`config.mk`:
```
export PLATFORM = sky130hd
export DESIGN_NAME = chte_ctrl
export DESIGN_NICKNAME = d
export VERILOG_FILES = /design/src/hdl/chte_pkg.sv /design/src/hdl/chte_ctrl.sv
export SDC_FILE = /design/constraint.sdc
export NUM_CORES = 1
export LEC_CHECK = 0
export BUFFER_PORTS_ARGS = -buffer_cell sky130_fd_sc_hd__buf_4
export CORE_ASPECT_RATIO = 0.5
export CORE_MARGIN = 2
export CORE_UTILIZATION = 30
export DETAILED_ROUTE_END_ITERATION = 6
export PLACE_DENSITY_LB_ADDON = 0.2
export SYNTH_ARGS = -nofsm -noshare
export SYNTH_HDL_FRONTEND = slang
export SYNTH_SLANG_ARGS = --single-unit
```
`constraint.sdc`:
```
create_clock -name clk -period 2.2 [get_ports clk]
set_input_delay 0.11 -clock clk [delete_from_list [all_inputs] [get_ports clk]]
set_output_delay 0.11 -clock clk [all_outputs]
set_load 0.02 [all_outputs]
```
`src/hdl/chte_pkg.sv`:
```
// ----------------------------------------------------------------------------
// chte_pkg: shared types and constants of the chained hash table engine
// Payload structs, operation and status codes, controller/datapath command
// and status bundles.
// ----------------------------------------------------------------------------
`default_nettype none

package chte_pkg;

  localparam int unsigned MAX_BUCKETS_LOG2 = 10;
  localparam int unsigned MIN_BUCKETS_LOG2 = 4;
  localparam int unsigned MAX_ENTRIES      = 1024;
  localparam int unsigned ADDR_W           = 10;
  localparam int unsigned PTR_W            = 11;
  localparam int unsigned ENT_W            = 96;

  localparam logic [PTR_W-1:0] NIL_PTR   = 11'd1024;
  localparam logic [31:0]      HASH_MULT = 32'h9E3779B9;
  localparam logic [3:0]       LOG2_MIN  = 4'd4;
  localparam logic [3:0]       LOG2_MAX  = 4'd10;

  localparam logic [1:0] FN_LOOKUP = 2'd0;
  localparam logic [1:0] FN_ADD    = 2'd1;
  localparam logic [1:0] FN_REMOVE = 2'd2;

  localparam logic [1:0] ST_OK       = 2'd0;
  localparam logic [1:0] ST_NOTFOUND = 2'd1;
  localparam logic [1:0] ST_FULL     = 2'd2;

  typedef struct packed {
    logic [1:0]  func;
    logic [31:0] key_hash;
    logic [31:0] key;
    logic [31:0] value_in;
  } in_item_t;

  typedef struct packed {
    logic        hit;
    logic [31:0] value_out;
    logic [1:0]  status;
    logic [10:0] entry_count;
    logic [3:0]  bucket_log2_out;
  } out_item_t;

  typedef enum logic [4:0] {
    OP_NONE, OP_CFG, OP_CLR, OP_ACCEPT, OP_HEAD_RD, OP_HEAD_CAP, OP_ENT_RD, OP_CMP,
    OP_MTF1, OP_MTF2, OP_UPD_VAL, OP_RM1, OP_RM2, OP_RA_INIT, OP_RA_HEAD, OP_RA_HCAP,
    OP_RA_WALK, OP_RA_NCAP, OP_RB_START, OP_RB_CLR, OP_RC_SRD, OP_RC_SCAP, OP_RC_ERD,
    OP_RC_MUL, OP_ADD, OP_ADD_CAP, OP_APP_RD, OP_APP_WR, OP_APP_NIL, OP_APP_NIL_INC,
    OP_DONE
  } op_t;

  typedef struct packed {
    op_t        op;
    logic       hit;
    logic [1:0] status;
    logic       vsel;
  } ctl_cmd_t;

  typedef struct packed {
    logic [1:0] func;
    logic       cur_nil;
    logic       prev_nil;
    logic       match;
    logic       free_nil;
    logic       grow_need;
    logic       at_max;
    logic       shrink_need;
    logic       scan_done;
    logic       clr_last;
    logic       cnt_done;
  } dp_stat_t;

endpackage

`default_nettype wire

```
`src/hdl/chte_ctrl.sv`:
```
// ----------------------------------------------------------------------------
// chte_ctrl: controller of the chained hash table engine
// Sequences chain walks, move-to-front, add/remove, rehash and clear passes.
// ----------------------------------------------------------------------------
`default_nettype none

module chte_ctrl
  import chte_pkg::*;
(
  input  wire logic     clk,
  input  wire logic     rst_n,
  input  wire logic     start,
  input  wire logic     cfg_valid,
  input  wire dp_stat_t stat,
  output ctl_cmd_t      cmd,
  output logic          busy,
  output logic          out_valid
);

  typedef enum logic [4:0] {
    S_CLEAR, S_IDLE, S_FHEAD, S_FHCAP, S_FRD, S_FCMP, S_MTF1, S_MTF2, S_HIT, S_RM2,
    S_SHR, S_MISS, S_RA_INIT, S_RA_HEAD, S_RA_HCAP, S_RA_WALK, S_RA_NCAP, S_RB_START,
    S_RB_CLR, S_RC_CHK, S_RC_SCAP, S_RC_ERD, S_RC_MUL, S_ADD, S_ADD_CAP, S_APP_RD,
    S_APP_WR, S_APP_NIL, S_DONE
  } state_t;

  state_t     state_r, state_nxt;
  logic       hit_r, hit_nxt;
  logic [1:0] st_r, st_nxt;
  logic       vsel_r, vsel_nxt;
  logic       reh_r, reh_nxt;
  logic       out_valid_r, out_valid_nxt;
  op_t        op;

  assign busy       = state_r != S_IDLE;
  assign out_valid  = out_valid_r;
  assign cmd.op     = op;
  assign cmd.hit    = hit_r;
  assign cmd.status = st_r;
  assign cmd.vsel   = vsel_r;

  always_comb begin
    state_nxt     = state_r;
    hit_nxt       = hit_r;
    st_nxt        = st_r;
    vsel_nxt      = vsel_r;
    reh_nxt       = reh_r;
    out_valid_nxt = 1'b0;
    op            = OP_NONE;
    if (cfg_valid) begin
      op        = OP_CFG;
      reh_nxt   = 1'b0;
      state_nxt = S_CLEAR;
    end else begin
      case (state_r)
        S_CLEAR: begin
          op = OP_CLR;
          if (stat.clr_last) state_nxt = S_IDLE;
        end
        S_IDLE: begin
          if (start) begin
            op        = OP_ACCEPT;
            hit_nxt   = 1'b0;
            st_nxt    = ST_OK;
            vsel_nxt  = 1'b0;
            state_nxt = S_FHEAD;
          end
        end
        S_FHEAD: begin
          if (stat.func inside {FN_LOOKUP, FN_ADD, FN_REMOVE}) begin
            op        = OP_HEAD_RD;
            state_nxt = S_FHCAP;
          end else begin
            state_nxt = S_DONE;
          end
        end
        S_FHCAP: begin
          op        = OP_HEAD_CAP;
          state_nxt = S_FRD;
        end
        S_FRD: begin
          if (stat.cur_nil) begin
            state_nxt = S_MISS;
          end else begin
            op        = OP_ENT_RD;
            state_nxt = S_FCMP;
          end
        end
        S_FCMP: begin
          op = OP_CMP;
          if (!stat.match)        state_nxt = S_FRD;
          else if (stat.prev_nil) state_nxt = S_HIT;
          else                    state_nxt = S_MTF1;
        end
        S_MTF1: begin
          op        = OP_MTF1;
          state_nxt = S_MTF2;
        end
        S_MTF2: begin
          op        = OP_MTF2;
          state_nxt = S_HIT;
        end
        S_HIT: begin
          hit_nxt = 1'b1;
          case (stat.func)
            FN_LOOKUP: begin
              vsel_nxt  = 1'b1;
              state_nxt = S_DONE;
            end
            FN_ADD: begin
              op        = OP_UPD_VAL;
              state_nxt = S_DONE;
            end
            default: begin
              op        = OP_RM1;
              state_nxt = S_RM2;
            end
          endcase
        end
        S_RM2: begin
          op        = OP_RM2;
          state_nxt = S_SHR;
        end
        S_SHR: begin
          if (stat.shrink_need) begin
            reh_nxt   = 1'b1;
            state_nxt = S_RA_INIT;
          end else begin
            state_nxt = S_DONE;
          end
        end
        S_MISS: begin
          case (stat.func)
            FN_ADD: begin
              if (!stat.grow_need) begin
                state_nxt = S_ADD;
              end else if (stat.at_max) begin
                st_nxt    = ST_FULL;
                state_nxt = S_DONE;
              end else begin
                reh_nxt   = 1'b1;
                state_nxt = S_RA_INIT;
              end
            end
            FN_REMOVE: begin
              st_nxt    = ST_NOTFOUND;
              state_nxt = S_DONE;
            end
            default: state_nxt = S_DONE;
          endcase
        end
        S_RA_INIT: begin
          op        = OP_RA_INIT;
          state_nxt = S_RA_HEAD;
        end
        S_RA_HEAD: begin
          if (stat.scan_done) begin
            state_nxt = S_RB_START;
          end else begin
            op        = OP_RA_HEAD;
            state_nxt = S_RA_HCAP;
          end
        end
        S_RA_HCAP: begin
          op        = OP_RA_HCAP;
          state_nxt = S_RA_WALK;
        end
        S_RA_WALK: begin
          if (stat.cur_nil) begin
            state_nxt = S_RA_HEAD;
          end else begin
            op        = OP_RA_WALK;
            state_nxt = S_RA_NCAP;
          end
        end
        S_RA_NCAP: begin
          op        = OP_RA_NCAP;
          state_nxt = S_RA_WALK;
        end
        S_RB_START: begin
          op        = OP_RB_START;
          state_nxt = S_RB_CLR;
        end
        S_RB_CLR: begin
          op = OP_RB_CLR;
          if (stat.clr_last) state_nxt = S_RC_CHK;
        end
        S_RC_CHK: begin
          if (stat.cnt_done) begin
            reh_nxt   = 1'b0;
            // a grow resumes the pending add, a shrink ends the remove
            state_nxt = (stat.func == FN_ADD) ? S_ADD : S_DONE;
          end else begin
            op        = OP_RC_SRD;
            state_nxt = S_RC_SCAP;
          end
        end
        S_RC_SCAP: begin
          op        = OP_RC_SCAP;
          state_nxt = S_RC_ERD;
        end
        S_RC_ERD: begin
          op        = OP_RC_ERD;
          state_nxt = S_RC_MUL;
        end
        S_RC_MUL: begin
          op        = OP_RC_MUL;
          state_nxt = S_APP_RD;
        end
        S_ADD: begin
          if (stat.free_nil) begin
            st_nxt    = ST_FULL;
            state_nxt = S_DONE;
          end else begin
            op        = OP_ADD;
            state_nxt = S_ADD_CAP;
          end
        end
        S_ADD_CAP: begin
          op        = OP_ADD_CAP;
          state_nxt = S_APP_RD;
        end
        S_APP_RD: begin
          op        = OP_APP_RD;
          state_nxt = S_APP_WR;
        end
        S_APP_WR: begin
          op        = OP_APP_WR;
          state_nxt = S_APP_NIL;
        end
        S_APP_NIL: begin
          if (reh_r) begin
            op        = OP_APP_NIL;
            state_nxt = S_RC_CHK;
          end else begin
            op        = OP_APP_NIL_INC;
            state_nxt = S_DONE;
          end
        end
        S_DONE: begin
          op            = OP_DONE;
          out_valid_nxt = 1'b1;
          state_nxt     = S_IDLE;
        end
        default: state_nxt = S_IDLE;
      endcase
    end
  end

  always_ff @(posedge clk) begin
    if (!rst_n) begin
      state_r     <= S_CLEAR;
      hit_r       <= 1'b0;
      st_r        <= ST_OK;
      vsel_r      <= 1'b0;
      reh_r       <= 1'b0;
      out_valid_r <= 1'b0;
    end else begin
      state_r     <= state_nxt;
      hit_r       <= hit_nxt;
      st_r        <= st_nxt;
      vsel_r      <= vsel_nxt;
      reh_r       <= reh_nxt;
      out_valid_r <= out_valid_nxt;
    end
  end

endmodule

`default_nettype wire

```
# After elaboration in Yosys (flattened, before gate mapping)
# Index checks and enable logic that the tools add are counted.
# op_classes
n_eq_ne,44
muxes,47
bitwise_logic,2
n_reduce_logical,15
# ops
op,count
case mux 5 bit (27 select lines),1
case mux 5 bit (26 select lines),1
two-way mux 5 bit,15
"== test 5 bit, second input constant",13
"== test 5 x 4 -> 1 bit, second input constant",8
two-way mux 4 bit,7
"== test 5 x 3 -> 1 bit, second input constant",4
"inequality test 2 bit, second input constant",10
"== test 5 x 2 -> 1 bit, second input constant",2
two-way mux 2 bit,5
two-way mux 1 bit,9
two-way mux 3 bit,3
"inequality test 3 bit, second input constant",3
nonzero test 3 bit,3
case mux 4 bit (2 select lines),1
OR reduction 2 bit,4
AND reduction 7 bit,1
case mux 2 bit (3 select lines),1
AND reduction 3 bit,2
AND reduction 6 bit,1
"== test 5 x 1 -> 1 bit, second input constant",1
logical NOT 5 bit,1
"inequality test 5 x 1 -> 1 bit, second input constant",1
case mux 1 bit (2 select lines),2
8 further kinds,9
# totals
in_bits,16
wordCells,114
regBits,11

# Logic depth before layout (Yosys ltp)
# Gate-level depths: netlist of run 1.
# logic_depth
depth_word,5
ltp_mapped,8
mapped_depth_nobuf,7

# Least setup slack after synthesis of run 1
# OpenSTA, ideal clock, no wires.
# synth_path
path_type,register to output
startpoint,register state_r[2]
endpoint,output port cmd[4] (netlist bit)
path_stages_with_launch,6
arrival_ps,1684
slack_ps,406
path_cell_list,dfxtp_1 -> buf_4 -> buf_6 -> buf_2 -> a21oi_1 -> o311ai_0
# synth_rtl
item,line,source
start: declaration,chte_ctrl.sv:27,"state_t state_r, state_nxt;"
start signal: assignment,chte_ctrl.sv:259,state_r <= state_nxt;
end: declaration,chte_ctrl.sv:15,"output ctl_cmd_t cmd,"

==> impl_summary.md, run 1 <==
Synthesis
The netlist area before placement is between 1500 and 2000 um2. The share of flip-flops with an asynchronous set or reset after synthesis is 0%. The average instance area after synthesis is a little under 7 um2. Of the post-synthesis cell area, the dominant cell type holds between 10 and 15%. Sorting the synthesized cells by area gives the leading types as dfxtp_1 (14%), a21oi_1 (6.8%), nand2_1 (6.1%). The synthesized netlist net count is 244. Yosys mapped a number of flops with a built-in enable equal to 0. For this run, the register share of the synthesized area comes to about 14%. The most frequent cell after synthesis is nand2_1. The synthesis warning total is 0. In the synthesized netlist, the cells that appear most often are nand2_1 (25), a21oi_1 (21), inv_1 (13), nor2_1 (13), nor2b_1 (13). The flip-flop and latch count after synthesis is 11.

The count of different cell masters after synthesis is 58. The gate count after technology mapping is 224. The most common flop cell mapped by yosys is dfxtp_1. The largest area contributor in the synthesized netlist is dfxtp_1.

Worst setup path
The delay contributed by the slowest stage of the critical path is 0.40 ns. The endpoint identified for the worst register-to-register timing path is state_r[1]. The kind of start point of the critical path is a flip-flop. The worst-path cell with the longest stage delay is or3_1. In this run the worst setup path begins at state_r[4]. The signal on the critical path passes through buf_12, or3_1, a21oi_1, a21oi_1, or2_0, a21oi_1, buf_4. The data required time at the worst endpoint is approximately 2.1 ns. By startpoint and endpoint, the worst setup path is classified as reg2out. The setup check on the worst reg-to-reg path leaves a slack of 0.44 ns. The startpoint identified for the worst register-to-register timing path is state_r[1]. The depth of the worst register-to-register path is 6.

Of all nets on the critical path, the largest fanout is 24. Data arrives at the worst endpoint at approximately 2 ns. The worst setup path is captured at an output port. The most numerous cell type found on the critical path is a21oi_1.

Global routing
The number of antenna violations at the first check in global routing is 1. The number of global-route vias before repair is 1632. The global routing met2 resource utilization is 31.08%. The global router's overall resource usage is between 10% and 20%. In the global route stage, met3 resource usage came out at 4.524%. The first global-routing pass estimated between 8000 and 9000 um of wire. The largest net degree at the start of global routing is 25. For this run, global-route usage on met1 was measured as roughly 28%. The total overflow reported by the global router is 0.

The global routing stage identified its most utilized layer as met2.

Die
The area of the die is 5749 um2. From bottom edge to top edge, the die measures 54.63 um. The starting density of the core is between 30 and 40%.

For this design the top-level I/O count stands at 27. The floorplan step defined a core boundary enclosing approximately 4900 um2. The number of cell rows is 18. Measured along the x axis, the die boundary spans 105.3 um.

Routing
The count of TritonRoute iterations in the first routing pass is 5. The number of routed nets with antenna violations is 0. The routed wire length is between 5000 and 6000 um. The initial DRC count is 180.

The routed layout has roughly 1900 vias. The final routed wire length divided by cell count is 17.11 um. The number of vias per cell after detailed routing is between 5 and 6. In the routed design, unresolved DRC markers number 0.

Finish
The final cell count without fillers is 326. The fraction of final layout cells sized beyond drive strength 1 is roughly a quarter. The antenna diode instance count is 0.

The final layout contains 277 nets. Once layout is complete, the utilization of the core stands at approximately two fifths. The layout filler cell count is 516. The layout-stage area growth over the synthesis result is 24.25%.

CTS
TritonCTS built the clock tree. The total clock sinks is 11. The buffer levels on the longest clock path is 2. The clock edge transition at the registers on the reported setup and hold paths is ~0.060 ns.

Counting the buffers created by CTS gives 3. The latest clock arrival within the worst-skew pair is approximately 0.24 ns. The clock tree root driver cell is clkbuf_8.

The buffers inserted during post-CTS setup optimization is 0. CTS built an H-tree with a depth of 1.

Timing
The final sum of negative setup slack is 0 ns. The final-report setup violation count is 0. The slew at the pin closest to its max-slew limit is between 0.4 and 0.5 ns.

The final count of hold timing violations is 0. Of the available clock period, the critical path in the final layout requires between 90% and 100%. The headroom to the max-slew limit is between 70% and 80%. Setup repair after global routing left no endpoint under its margin. The setup skew after layout is approximately 0.005 ns.

The worst-case hold slack is about 0.16 ns. Derived from the worst setup path, the maximum achievable clock frequency is approximately 480 MHz. The post-route minimum period is approximately 2.1 ns. The final max-slew violation count is 0.

Power
The peak supply drop is ~0.21 mV. Summed over all cells, the static leakage comes to about 0.75 nW. For this design the ratio of total power to cell area is between 200 and 300 nW/um2.

Place
The congestion estimate from routability-driven global placement came to roughly 0.93. The number of I/O port buffers is 26. The wire-length estimate of the detail-placed layout is roughly 4400 um. The placed instance count is around 320.

Min path
The tightest min-delay check is of the in2reg type. The startpoint identified for the worst hold timing path is rst_n. The worst hold path depth is 2. The end point of the worst hold path is vsel_r.

Flow run
The reported max-cap violation count is 0.

Outcome
The flow ran to the end, and the final reports show no timing, DRC or antenna violations.
==> worst max-delay path: cells and delay by family (launching register included) <==
| kind | cells | cell delay [ns] |
|---|---|---|
| and+or+nand+nor | 2 | 0.62 |
| AOI/OAI and AO/OA | 3 | 0.38 |
| DFF | 1 | 0.37 |
| buffers and inverters | 2 | 0.35 |
==> layout by cell type, fill, tap and decap left out, types with 3 or more instances in the layout <==
cell,netlist,routed
nand2_1,25,25
nand3_1,10,10
a21oi_1,21,21
inv_1,13,13
nor3b_1,3,3
nor2b_1,13,13
o21ai_0,12,12
nor4_1,4,4
dfxtp_1,11,7
a32oi_1,3,3
nand2b_1,5,5
clkbuf_8,0,3
o221ai_1,3,3
dfxtp_2,0,4
a31oi_1,5,5
o211ai_1,3,3
o22ai_1,5,5
nor2_1,13,13
buf_4,7,46
nor3_1,7,7
ha_1,4,4
==> layout make-up <==
type | instances | area, um2 | share of cell area [%]
timing repair buffer | 47 | 365.4 | 19.12
sequential | 11 | 225.2 | 11.79
clock buffer | 4 | 45.04 | 2.358
multi-input combinational | 180 | 1135 | 59.40
inverter | 14 | 52.55 | 2.750
tap | 70 | 87.58 | 4.584
==> report_power, final <==
| part | internal [W] | switching [W] | leakage (nW) |
|---|---|---|---|
| registers | 0.000201 | 0.00000678 | 0.0907 |
| clock network | 0.000128 | 0.0000800 | 0.0228 |
| logic | 0.0000665 | 0.0000879 | 0.640 |
==> per-layer routing <==
layer / up-vias / share of wire [%]
li1: 893 / -
met1: 887 / 48
met2: 105 / 42
met3: 6 / 10
met4: 2 / 0.52
met5: - / 0.18
==> stage by stage <==
step	setup slack, ns	power [W]	cell area [um2]
after detailed placement	0.2888	0.0003634	1861
after global placement	0.2561	0.0003651	1861
after global routing	0.02224	0.0005988	1911
after floorplan	0.4056	0.0002940	1538
after CTS	0.03418	0.0005730	1907
final	0.1334	0.0005700	1911
==> logic make-up after synthesis <==
kind of cell    synth area share [%]
fa+ha+maj                      3.255
mux                            2.034
buf+inv                        11.88
flops                          14.32
simple gates                   35.72
compound gates                 32.79
==> registers in the layout (all words and copies together), names as in the netlist <==
signal / flops
state_r: 5
reh_r: 1
vsel_r: 1
st_r: 2
out_valid: 1
hit_r: 1
==> worst max path at each step <==
stage / depth (start not counted) / to
global route: 7 / cmd[4]
detailed placement: 7 / cmd[5]
CTS: 7 / cmd[5]
floorplan: 5 / cmd[4]
global placement: 7 / cmd[5]
finish: 7 / cmd[5]
==> what timing repair did <==
item                       CTS  global route
setup endpoints to repair    1             4
hold buffers                 0             0
hold endpoints to repair     0             0
gates resized for setup      1             3
cloned                       0             0
Power figures use the tool's default switching activity.
==> inputs of run 2 (changes only) <==
RECOVER_POWER = 25   (was not set)
==> impl_summary.md, run 2 (synthesized netlist as in run 1, its figures left out) <==
Outcome
The run finished with clean final reports.

Timing
The worst-case hold slack was 0.1601 ns (-0.001273 ns). The maximum frequency from static timing analysis is 477.1 MHz (-1.4%). The setup skew after layout was 0.005557 ns (+0.0005078 ns). The slew at the pin closest to its max-slew limit is 0.3934 ns (-0.02615 ns). The final max-slew violation count is 0 (unchanged). The final-report setup violation count is 0 (unchanged). The share of the cycle needed by the critical path after routing is 95.28% (+1.3 points). The post-route minimum period was 2.096 ns (+0.02950 ns). The final worst-path setup slack is 0.1039 ns (-0.02950 ns). The final sum of negative setup slack was 0 ns (unchanged). The final count of hold timing violations was 0 (unchanged).

Setup repair after global routing left no endpoint under its margin. The headroom to the max-slew limit is 73.43% (+1.4 points).

Die
The vertical die dimension is 54.63 um (unchanged). The core box area is 4932 um2 (unchanged). The starting density of the core is 31.18% (unchanged). The number of top-level design ports is 27 (unchanged). The horizontal extent of the die is 105.3 um (unchanged). The number of cell rows is 18 (unchanged). The area of the die came to 5749 um2 (unchanged).

Global routing
The largest net degree at the start of global routing came to 25 (unchanged). The total overflow reported by the global router is 0 (unchanged). The global router's overall resource usage is 19.66% (unchanged). The number of antenna violations at the first check in global routing is 1 (unchanged). The global-route wire length before repair is 8707 um (unchanged). The number of global-route vias before repair is 1632 (unchanged).

Finish
The top cell types in the final layout, fill and taps aside, are buf_4 (41), nand2_1 (25), a21oi_1 (21). Leaving out fill and tap cells, the most frequent cell in the layout is buf_4. The fraction of final layout cells sized beyond drive strength 1 is 23.44% (-2.0 points). The final cell count without fillers is 326 (unchanged). Compared with the post-synthesis result, the final layout area differs by 23.03%. The final net count came to 277 (unchanged). The largest register by flop count is state_r.

The antenna diode instance count was 0 (unchanged). The layout filler cell count is 517 (+0.19%). The flip-flop count of the largest register after layout is 5 (unchanged). In the final layout, the registers with the most flip-flops are state_r x5, st_r x2.

Worst setup path
The data required time at the worst endpoint is 2.09 ns (about the same). The worst setup path is launched from a flip-flop. The maximum fanout along the worst path was 24 (unchanged). The most critical setup path has its startpoint at state_r[4].

The launch point of the worst reg-to-reg path is state_r[4]. The critical path capture point type is an output port. The worst setup path category is reg2out. The signal arrival time at the worst endpoint came to 1.99 ns (+0.03 ns).

CTS
The number of buffers inserted during clock tree synthesis was 3 (unchanged). The latest clock arrival within the worst-skew pair is 0.24 ns (about the same). The clock edge transition at the registers on the reported setup and hold paths is 0.06 ns (about the same). The level count of the clock H-tree is 1 (unchanged).

The buffer levels on the longest clock path is 2 (unchanged). TritonCTS built the clock tree. CTS placed an instance of clkbuf_8 at the clock tree root. The total clock sinks came to 11 (unchanged).

Place
The half-perimeter wire length after placement was 4363 um (unchanged). The worst slack after detailed placement was 0.2888 ns (unchanged). The routability congestion estimate came to 0.9293 (unchanged). The placed instance count is 322 (unchanged).

The number of I/O port buffers was 26 (unchanged).

Power
The leakage component of the power came to 0.7318 nW (-2.8%). The peak supply drop is 0.2059 mV (-0.15%). The ratio of total power to cell area is 301.8 nW/um2 (+1.1%).

Routing
The initial DRC count came to 185 (+2.8%). The final routed wire length divided by cell count is 17.13 um (about the same). The number of vias per cell after detailed routing came to 5.828 (+0.37%). The post-detailed-route DRC marker count is 0 (unchanged). The number of routed nets with antenna violations is 0 (unchanged).

The count of TritonRoute iterations in the first routing pass was 5 (unchanged). The routed wire length is 5584 um (about the same). The via count is 1900 (+0.37%).

Min path
The start point of the worst min-delay path is rst_n. The class of the most critical hold timing path is in2reg.

Flow run
The reported max-cap violation count is 0 (unchanged).
[run 2: cell types whose count changed in the layout (fill, tap and decap cells not counted)]
cell      delta
buf_4        -5
clkbuf_1     +5
[run 2: layout make-up]
class	instances	area, um2	share of cell area [%]
clock buffer	4	45.04	2.381
sequential	11	225.2	11.90
timing repair buffer	47	346.6	18.32
inverter	14	52.55	2.778
tap	70	87.58	4.630
multi-input combinational	180	1135	59.99
[run 2: layer usage]
| metal | up-vias | global-route usage [%] | part of all wire (%) |
|---|---|---|---|
| met5 | - | 0 | 0.18 |
| met1 | 902 | 27.96 | 48 |
| met2 | 97 | 31.08 | 42 |
| met3 | 6 | 4.524 | 9.3 |
| li1 | 893 | - | - |
| met4 | 2 | 2.889 | 0.54 |
[run 2: final timing paths]
kind | cells after the start | endpoint | slack (ns)
setup / recovery | 7 | cmd[5] | 0.10
hold / removal | 2 | vsel_r | 0.16
setup reg to reg | 7 | st_r[0] | 0.44
hold reg to reg | 2 | st_r[1] | 0.46
[run 2: per-stage QoR]
| step | power, W | cell area (um2) | util, % |
|---|---|---|---|
| after floorplan | 0.0002940 | 1538 | - |
| after global placement | 0.0003651 | 1861 | 37.72 |
| after detailed placement | 0.0003634 | 1861 | 37.72 |
| after CTS | 0.0005730 | 1907 | 38.66 |
| after global routing | 0.0005988 | 1892 | 38.36 |
| final | 0.0005709 | 1892 | 38.36 |
[run 2: what timing repair did]
action / CTS / global route
endpoints found under the setup margin: 1 / 4
buffers inserted: 0 / 0
hold buffers: 0 / 0
resized for setup: 1 / 3
[run 2: critical path, cell delays in order (launching register included)]
cell     delay (ns)
dfxtp_2        0.38
buf_12         0.18
or3_1          0.40
a21oi_1        0.15
a21oi_1        0.07
or2_0          0.22
a21oi_1        0.18
buf_4          0.17
[run 2: where the power goes]
group          internal (W)  total, W  switching, W
clock network      0.000128  0.000208     0.0000805
logic             0.0000665  0.000155     0.0000883
registers          0.000201  0.000208    0.00000671
==> inputs of run 3 (changes only) <==
CORE_ASPECT_RATIO = not set   (was 0.5)
CORE_MARGIN = 5   (was 2)
CORE_UTILIZATION = 61   (was 30)
GPL_TIMING_DRIVEN = 0   (was not set)
==> impl_summary.md, run 3 (synthesized netlist as in run 1, its figures left out) <==
CTS
The latest clock arrival within the worst-skew pair is 0.27 ns (+0.03 ns). The TritonCTS clock tree is yes. The number of buffers inserted during clock tree synthesis is 3 (unchanged).

The buffers inserted during post-CTS setup optimization is 0 (unchanged). The clock edge transition at the registers on the reported setup and hold paths is 0.08 ns (+0.02 ns). The level count of the clock H-tree is 1 (unchanged). The buffer levels on the longest clock path is 2 (unchanged). The clock tree root driver cell is clkbuf_4. The total clock sinks is 11 (unchanged).

Finish
The fraction of final layout cells sized beyond drive strength 1 is 24.02% (+0.58 points). The final net count is 275 (-0.72%). The largest registers in the layout are state_r x5, st_r x2.

Relative to the synthesized area, the layout overhead comes to 17.82%. The antenna diode instance count is 0 (unchanged). The library cell used most frequently in the layout, excluding fill and tap cells, is buf_4. The largest register by flop count is state_r.

In the layout the commonest cells are buf_4 (27), nand2_1 (25), a21oi_1 (21). The core occupancy in the finished layout is 73.80% (+35 points). The flip-flop count of the largest register after layout came to 5 (unchanged).

Power
The combinational group share of total power was 30.7% (+3.6 points). The leakage component of the power is 0.7208 nW (-1.5%). The internal power was 0.0003343 W (-15%). The share of total power in the clock network was 29.1% (-7.3 points).

The sequential fraction of design power came to 40.2% (+3.8 points). The ratio of total power to cell area is 278.9 nW/um2 (-7.6%). The switching power as a share of total power was 33.83% (+3.1 points). The total net switching power is 0.0001709 W (-2.7%). The peak supply drop is 0.4409 mV (+110%).

Die
The number of top-level design ports is 27 (unchanged). The vertical die dimension is 60.21 um (+10%). The starting density of the core is 62.64% (+31 points). The core box area came to 2455 um2 (-50%). The number of cell rows is 18 (unchanged). The horizontal extent of the die came to 60.21 um (-43%). The area of the die is 3625 um2 (-37%).

Global routing
The number of global-route vias before repair is 1838 (+13%). The largest net degree at the start of global routing is 11 (-56%). The global-route wire length before repair is 9025 um (+3.7%).

The global router's overall resource usage is 33.33% (+14 points). The total overflow reported by the global router is 0 (unchanged). The number of antenna violations at the first check in global routing came to 0 (-1).

Routing
The via count is 1979 (+4.2%). The met2 routed wirelength is 2422 um (+2.4%). The final routed wire length divided by cell count was 19.77 um (+15%). In this run the top signal layer used is met4. The initial DRC count came to 252 (+36%). The number of vias per cell after detailed routing is 6.968 (+20%). The routed wire length is 5615 um (+0.56%). The number of routed nets with antenna violations is 0 (unchanged). The met1 wire length came to 2062 um (-22%). The count of TritonRoute iterations in the first routing pass is 5 (unchanged).

The post-detailed-route DRC marker count is 0 (unchanged). The wire length on met3 is 833 um (+61%).

Place
The routability congestion estimate came to 1.088 (+17%). The number of I/O port buffers is 26 (unchanged). The worst slack after detailed placement is 0.3045 ns (+0.01571 ns). The half-perimeter wire length after placement came to 4148 um (-4.9%).

Timing
The final-report setup violation count is 0 (unchanged). The maximum frequency from static timing analysis was 464.6 MHz (-2.6%). The final max-slew violation count is 0 (unchanged). The setup skew after layout came to 0.001093 ns (-0.004463 ns).

The slew at the pin closest to its max-slew limit is 0.4475 ns (+0.05402 ns). The final worst-path setup slack came to 0.04740 ns (-0.05645 ns). The share of the cycle needed by the critical path after routing is 97.85% (+2.6 points). The headroom to the max-slew limit is 70.11% (-3.3 points). The post-route minimum period is 2.153 ns (+0.05645 ns).

The final count of hold timing violations is 0 (unchanged).

Outcome
The run finished with clean final reports.

Worst setup path
The kind of start point of the critical path is a flip-flop. The data required time at the worst endpoint is 2.09 ns (about the same). The worst setup path is captured at an output port. The maximum fanout along the worst path came to 10 (-58%).

The worst setup path category is reg2out. The signal arrival time at the worst endpoint is 2.04 ns (+0.05 ns).

Flow run
The reported max-cap violation count is 0 (unchanged).

Min path
The class of the most critical hold timing path is in2reg.
## run 3: stage by stage
step	hold slack, ns	instances	total power [W]	instance area [um2]	TNS [ns]
floorplan	0.2382	224	0.0002940	1538	0
global placement	0.3888	280	0.0003553	1770	0
detailed placement	0.4057	280	0.0003563	1770	0
CTS	0.1060	284	0.0004992	1797	0
global route	0.1376	284	0.0005261	1812	-0.002191
finish	0.1143	284	0.0005052	1812	0
## run 3: repair_timing
item                       CTS  global route
hold buffers                 0             0
gates resized for setup      0            12
hold endpoints to repair     0             0
setup endpoints to repair    0             4
## run 3: power by group through the flow
stage / combinational (W) / sequential, W / clock (W)
floorplan: 0.0000874 / 0.000207 / 0
global placement: 0.000148 / 0.000207 / 0
detailed placement: 0.000149 / 0.000207 / 0
CTS: 0.000149 / 0.000203 / 0.000147
global route: 0.000166 / 0.000203 / 0.000157
finish: 0.000155 / 0.000203 / 0.000147
## run 3: area by class of cell
class                      count  area (um2)
multi-input combinational    180        1150
fill                         216       643.1
sequential                    11       221.5
timing repair buffer          26       180.2
buffer                        19       143.9
inverter                      14       52.55
tap                           30       37.54
clock buffer                   4       26.28
## run 3: routing by layer
layer / vias up / track usage, %
li1: 892 / -
met2: 175 / 50.62
met1: 868 / 44.94
met4: 0 / 12.97
met3: 44 / 7.991
met5: - / 0
## run 3: path summary, 6_finish.rpt
| kind | slack [ns] | endpoint | depth (start not counted) | startpoint |
|---|---|---|---|---|
| max | 0.05 | cmd[7] | 6 | state_r[2] |
| max reg2reg | 0.44 | state_r[4] | 7 | state_r[1] |
| min reg2reg | 0.46 | st_r[0] | 2 | st_r[0] |
| min | 0.11 | vsel_r | 2 | rst_n |
## run 3: worst max-delay path: stages (launching register included)
cell and delay, ns:
dfxtp_1 0.37, buf_4 0.20, nor2b_2 0.37, o32ai_1 0.15, a21o_1 0.26, a211oi_1 0.23, buf_4 0.19
